<file path="src/rtl/slxfp_pkg.sv">
// Package for the sync/length/XOR frame parser.
// Holds the sync word, header constants, status codes and parser phase type.
// No dependencies.
package slxfp_pkg;

    localparam int unsigned SYNC_LEN = 4;
    localparam logic [7:0] SYNC_WORD [SYNC_LEN] = '{8'h47, 8'h41, 8'h4D, 8'h45};

    localparam logic [7:0] HDR_BYTES = 8'd5;
    localparam logic [7:0] MIN_LEN   = 8'd6;

    localparam logic KIND_PAYLOAD = 1'b0;
    localparam logic KIND_STATUS  = 1'b1;

    typedef enum logic [2:0] {
        ST_OK       = 3'd0,
        ST_MISMATCH = 3'd1,
        ST_TRUNC    = 3'd2,
        ST_NOHDR    = 3'd3,
        ST_BADLEN   = 3'd4
    } frame_status_t;

    typedef enum logic [3:0] {
        PH_HUNT = 4'b0001,
        PH_LEN  = 4'b0010,
        PH_BODY = 4'b0100,
        PH_DONE = 4'b1000
    } parse_phase_t;

endpackage

</file>
<file path="src/rtl/sync_length_xor_frame_parser_core.sv">
// Sync/length/XOR frame parser, top level.
// Depends on slxfp_pkg.
// Parses one datagram byte per request into payload and status results.
//
// Each result is held in a single output register and shown in the cycle after its byte is
// accepted. s_ready is high whenever that register is empty or being taken in the same cycle,
// so with m_ready high a stream runs at one byte per cycle. The parser hunts for
// "GAME", reads a length byte that counts the whole frame (sync, length, payload, check byte),
// forwards each payload byte (item_kind 0) and closes the frame with one status result
// (item_kind 1, is_last 1): 0 ok, 1 check mismatch, 2 truncated, 3 no header, 4 bad length.
// Payload goes out before its status, so discard it on any non-zero status. Bytes after the
// frame give no result; the end-of-datagram flag always returns the parser to hunting.
module sync_length_xor_frame_parser_core (
    input  logic       aclk,
    input  logic       aresetn,
    input  logic       s_valid,
    output logic       s_ready,
    input  logic [7:0] s_data_byte,
    input  logic       s_end_of_datagram,
    output logic       m_valid,
    input  logic       m_ready,
    output logic       m_item_kind,
    output logic [7:0] m_payload_byte,
    output logic [2:0] m_frame_status,
    output logic       m_is_last
);
    import slxfp_pkg::*;

    parse_phase_t  phase_reg, phase_next;
    logic [1:0]    sync_matched_reg, sync_matched_next;
    logic [7:0]    bytes_left_reg, bytes_left_next;
    logic [7:0]    running_xor_reg, running_xor_next;

    logic          m_valid_reg, m_valid_next;
    logic          item_kind_reg;
    logic [7:0]    payload_byte_reg;
    frame_status_t frame_status_reg;

    logic          s_accept;
    logic          emit;
    logic          emit_kind;
    logic [7:0]    emit_payload;
    frame_status_t emit_status;

    assign s_ready  = !m_valid_reg || m_ready;
    assign s_accept = s_valid && s_ready;

    always_comb begin
        phase_next        = phase_reg;
        sync_matched_next = sync_matched_reg;
        bytes_left_next   = bytes_left_reg;
        running_xor_next  = running_xor_reg;
        emit              = 1'b0;
        emit_kind         = KIND_STATUS;
        emit_payload      = 8'd0;
        emit_status       = ST_OK;

        case (phase_reg)
            PH_HUNT: begin
                if (s_data_byte == SYNC_WORD[sync_matched_reg]) begin
                    if (sync_matched_reg == 2'(SYNC_LEN - 1)) begin
                        sync_matched_next = 2'd0;
                        phase_next        = PH_LEN;
                    end else begin
                        sync_matched_next = sync_matched_reg + 2'd1;
                    end
                end else begin
                    sync_matched_next = (s_data_byte == SYNC_WORD[0]) ? 2'd1 : 2'd0;
                end
                if (s_end_of_datagram) begin
                    emit        = 1'b1;
                    emit_status = (phase_next == PH_LEN) ? ST_TRUNC : ST_NOHDR;
                end
            end
            PH_LEN: begin
                if (s_data_byte < MIN_LEN) begin
                    emit        = 1'b1;
                    emit_status = ST_BADLEN;
                    phase_next  = PH_DONE;
                end else if (s_end_of_datagram) begin
                    emit        = 1'b1;
                    emit_status = ST_TRUNC;
                end else begin
                    bytes_left_next  = s_data_byte - HDR_BYTES;
                    running_xor_next = 8'd0;
                    phase_next       = PH_BODY;
                end
            end
            PH_BODY: begin
                if (bytes_left_reg <= 8'd1) begin
                    emit            = 1'b1;
                    emit_status     = (s_data_byte == running_xor_reg) ? ST_OK : ST_MISMATCH;
                    phase_next      = PH_DONE;
                    bytes_left_next = 8'd0;
                end else if (s_end_of_datagram) begin
                    emit        = 1'b1;
                    emit_status = ST_TRUNC;
                end else begin
                    running_xor_next = running_xor_reg ^ s_data_byte;
                    bytes_left_next  = bytes_left_reg - 8'd1;
                    emit             = 1'b1;
                    emit_kind        = KIND_PAYLOAD;
                    emit_payload     = s_data_byte;
                end
            end
            default: begin
            end
        endcase

        if (s_end_of_datagram) begin
            phase_next        = PH_HUNT;
            sync_matched_next = 2'd0;
            bytes_left_next   = 8'd0;
            running_xor_next  = 8'd0;
        end
    end

    always_comb begin
        if (s_accept) begin
            m_valid_next = emit;
        end else if (m_ready) begin
            m_valid_next = 1'b0;
        end else begin
            m_valid_next = m_valid_reg;
        end
    end

    always_ff @(posedge aclk) begin
        if (!aresetn) begin
            phase_reg        <= PH_HUNT;
            sync_matched_reg <= 2'd0;
            bytes_left_reg   <= 8'd0;
            running_xor_reg  <= 8'd0;
            m_valid_reg      <= 1'b0;
        end else begin
            if (s_accept) begin
                phase_reg        <= phase_next;
                sync_matched_reg <= sync_matched_next;
                bytes_left_reg   <= bytes_left_next;
                running_xor_reg  <= running_xor_next;
            end
            m_valid_reg <= m_valid_next;
        end
    end

    always_ff @(posedge aclk) begin
        if (s_accept && emit) begin
            item_kind_reg    <= emit_kind;
            payload_byte_reg <= emit_payload;
            frame_status_reg <= emit_status;
        end
    end

    assign m_valid        = m_valid_reg;
    assign m_item_kind    = item_kind_reg;
    assign m_payload_byte = payload_byte_reg;
    assign m_frame_status = frame_status_reg;
    assign m_is_last      = item_kind_reg;

`ifndef SYNTHESIS
    a_status_ends_frame: assert property (@(posedge aclk) disable iff (!aresetn)
        m_valid && (m_item_kind == KIND_PAYLOAD) |-> (m_frame_status == ST_OK) && !m_is_last)
        else $error("payload result carries status or last flag");

    a_eod_rehunts: assert property (@(posedge aclk) disable iff (!aresetn)
        s_accept && s_end_of_datagram |=> (phase_reg == PH_HUNT) && (sync_matched_reg == 2'd0))
        else $error("end of datagram did not return parser to hunting");

    a_sync_idle: assert property (@(posedge aclk) disable iff (!aresetn)
        (phase_reg != PH_HUNT) |-> (sync_matched_reg == 2'd0))
        else $error("sync count nonzero outside hunt");

    a_body_count: assert property (@(posedge aclk) disable iff (!aresetn)
        (phase_reg == PH_BODY) |-> (bytes_left_reg != 8'd0))
        else $error("frame body with no bytes left");

    a_one_phase: assert property (@(posedge aclk) disable iff (!aresetn)
        $onehot(phase_reg))
        else $error("parser phase not one-hot");
`endif

endmodule

</file>
<file path="config.mk">
export PLATFORM = sky130hd
export DESIGN_NAME = sync_length_xor_frame_parser_core
export DESIGN_NICKNAME = d
export VERILOG_FILES = /design/src/rtl/slxfp_pkg.sv /design/src/rtl/sync_length_xor_frame_parser_core.sv
export SDC_FILE = /design/constraint.sdc
export NUM_CORES = 1
export LEC_CHECK = 0
export BUFFER_PORTS_ARGS = -buffer_cell sky130_fd_sc_hd__buf_2
export CORE_MARGIN = 2
export CORE_UTILIZATION = 57
export DETAILED_ROUTE_END_ITERATION = 10
export PLACE_DENSITY = 0.87
export SLEW_MARGIN = 40
export SYNTH_ARGS = -nofsm -noshare
export SYNTH_HDL_FRONTEND = slang
export SYNTH_SLANG_ARGS = --single-unit
</file>
<file path="constraint.sdc">
create_clock -name aclk -period 3.65 [get_ports aclk]
set_clock_uncertainty 0.2 [all_clocks]
set_input_delay 1.095 -clock aclk [delete_from_list [all_inputs] [get_ports aclk]]
set_output_delay 1.095 -clock aclk [all_outputs]
set_load 0.1 [all_outputs]
</file>
==> out/metrics.yaml <==
outcome:
  outcome: "finished, final reports clean"
floorplanning:
  ios: 28
  dieArea_um2: 4220
  die_width_um: 65.0
  start_util: 0.587
  dieHeight_um: 65.0
  row_count: 22
  core_um2: 3610
min_path:
  min_from: "running_xor_reg[1]$_SDFFE_PN0P_"
  min_path_cells: 1
  min_path_type: "reg2reg"
cts:
  cts_tree: "yes"
  clockRootBuffer: "clkbuf_8"
  cts-resized-gates: 0
  clk_pin_slew_ns: 0.06
  clock-sinks: 35
  post_cts_buffers: 0
  clkLatencyLatePin_ns: 0.28
  numCtsBuffers: 5
  cts_max_level: 2
  hold_buffers: 0
  clk_path_buf_depth: 2
logic_synthesis:
  synthFlopType: "dfxtp_1"
  yosys_warnings: 0
  syn_area_um2: 2120
  synthDistinctLibCells: 56
  syn_inst: 230
  avgSynthCellArea_um2: 9.21
  seq_area_frac_synth: 0.387
  syn-num-nets: 251
  synth_edf_count: 12
  async_flop_share: 0
  ys_seq_elements: 35
power:
  total_power_w: 0.000784
  clockPowerShare: 0.331
  pwr-share-seq: 0.521
  p_switching_w: 0.000218
  swShare: 0.278
  peakVddDrop_uv: 167
  intPower_w: 0.000566
  powerDensity_nw_per_um2: 329
  pwr-share-comb: 0.148
  p_leak_nw: 0.967
timing:
  slew_headroom: 0.550
  whs_ns: 0.268
  period_needed_ns: 3.10
  slew_viol_final: 0
  worstMarginPinSlew_ns: 0.676
  fin_crit_sh: 0.848
  rsz0062_at_grt: "false"
  max_freq_mhz: 323
  hold_violations: 0
  fin_setup_tns_ns: 0
  setup_violations: 0
layout:
  nets: 280
  num_antenna_cells: 0
  final_core_util: 0.660
  drive_gt1_frac: 0.173
  layout-area-overhead-vs-synth_pct: 12.3
  final_area_um2: 2380
detailed_routing:
  dr.pass1.iters: 4
  wl_um: 4790
  drt_iter0_markers: 174
  wl_per_cell_um: 15.5
  drtAntennaViolNets: 0
  drc: 0
  num_vias: 1883
  via_per_inst: 6.11
global_routing:
  grt_pass1_wl_um: 7980
  grt-ovfl-total: 0
  track_usage: 0.247
  grt_max_degree: 17
  antenna_found_initial: 0
  grt_pass1_vias: 1763
placed_design:
  io_buffers: 27
  dp.final_hpwl_um: 3540
  place.gp.congestion: 0.883
  placed_area_um2: 2290
setup_path:
  end_kind: "output pin"
  crit_required_ns: 2.35
  cp-start-kind: "input port"
  timing.rr.start: "phase_reg[3]$_SDFFE_PN0P_"
  reg2reg_depth: 5
  cp.arrival_ns: 1.80
  critical_path_class: "in2out"
  crit_fanout: 5
  cp-startpoint: "m_ready"
job:
  max_cap_violations: 0
[cells in the mapped netlist, types with 3 or more instances]
master    count  share of area
nor4_1        5          0.015
a22o_1        4          0.017
xnor2_1       7          0.029
and2_1        7          0.021
nand3_1       7          0.017
nor3b_1       3          0.011
nor2b_1       7          0.021
a21o_1        8          0.028
edfxtp_1     12           0.17
nand2_1      17          0.030
dfxtp_1      23           0.22
a31oi_1       4          0.012
nor2_1       13          0.023
o21ai_0       8          0.019
clkbuf_1      5         0.0089
a32oi_1       3          0.012
nand2b_1      8          0.024
nand4_1       5          0.015
a21oi_1      12          0.028
inv_1        13          0.023
xor2_1        3          0.012
nor3_1        5          0.012
a211oi_1      3          0.011
ha_1          8          0.047
[through the flow]
step / instances / setup slack (ns)
6_report: 308 / 0.554
5_1_grt: 308 / 0.488
4_1_cts: 308 / 0.545
3_5_place_dp: 300 / 0.385
3_3_place_gp: 300 / 0.450
2_1_floorplan: 230 / 0.205
[cell usage in the layout, fill, tap and decap left out, types with 4 or more instances in the layout]
cell type	count
nand4_1	5
nand3_1	7
buf_2	27
a21o_1	8
nor2_1	13
clkbuf_8	5
a21oi_1	12
and2_1	7
xnor2_1	7
o21ai_0	8
a31oi_1	4
nor2b_1	7
edfxtp_1	12
inv_1	13
nor4_1	5
nand2_1	17
a22o_1	4
nand2b_1	8
nor3_1	5
ha_1	8
dfxtp_1	23
[power by group through the flow]
stage | logic, W | registers (W) | clock network (W)
finish | 0.000116 | 0.000409 | 0.000260
detailed placement | 0.000115 | 0.000417 | 0
global route | 0.000123 | 0.000409 | 0.000285
floorplan | 0.0000483 | 0.000456 | 0
CTS | 0.000115 | 0.000409 | 0.000268
global placement | 0.000113 | 0.000417 | 0
[kinds of logic (layout without fill, tap and decap cells)]
kind of cell               count (synthesis)  in the layout  share of synthesized area
muxes                                      2              2                    0.00945
and+or+nand+nor                           93             93                      0.248
DFF                                       35             35                      0.387
buffers and inverters                     21             51                     0.0431
AOI/OAI and AO/OA                         61             61                      0.223
adders and majority gates                  8              8                     0.0473
xor gates and xnor gates                  10             10                     0.0413
[layout make-up]
| cell class | instances | area [µm²] |
|---|---|---|
| Sequential cell | 35 | 821 |
| Clock inverter | 2 | 7.51 |
| Tap cell | 48 | 60.1 |
| Clock buffer | 6 | 72.6 |
| Inverter | 13 | 48.8 |
| Timing Repair Buffer | 30 | 158 |
| Multi-Input combinational cell | 174 | 1210 |
| Fill cell | 282 | 1230 |
[critical path, cell delays in order]
cell	delay, ns
buf_2	0.10
nor2b_1	0.18
inv_1	0.12
buf_2	0.31
[per-layer routing]
layer	share of wire	global-route usage	up-vias
li1	-	-	915
met1	0.43	0.313	884
met2	0.48	0.412	75
met3	0.071	0.0503	9
met4	0.017	0.0957	0
met5	0	0	-
[final timing paths]
path / slack, ns / to
worst max register to register: 0.68 / bytes_left_reg[2]$_SDFFE_PN0P_
worst min-delay path: 0.27 / running_xor_reg[1]$_SDFFE_PN0P_
worst max-delay path: 0.55 / s_ready
worst min register to register: 0.27 / running_xor_reg[1]$_SDFFE_PN0P_
No activity file was read; power rests on OpenSTA's default activity.
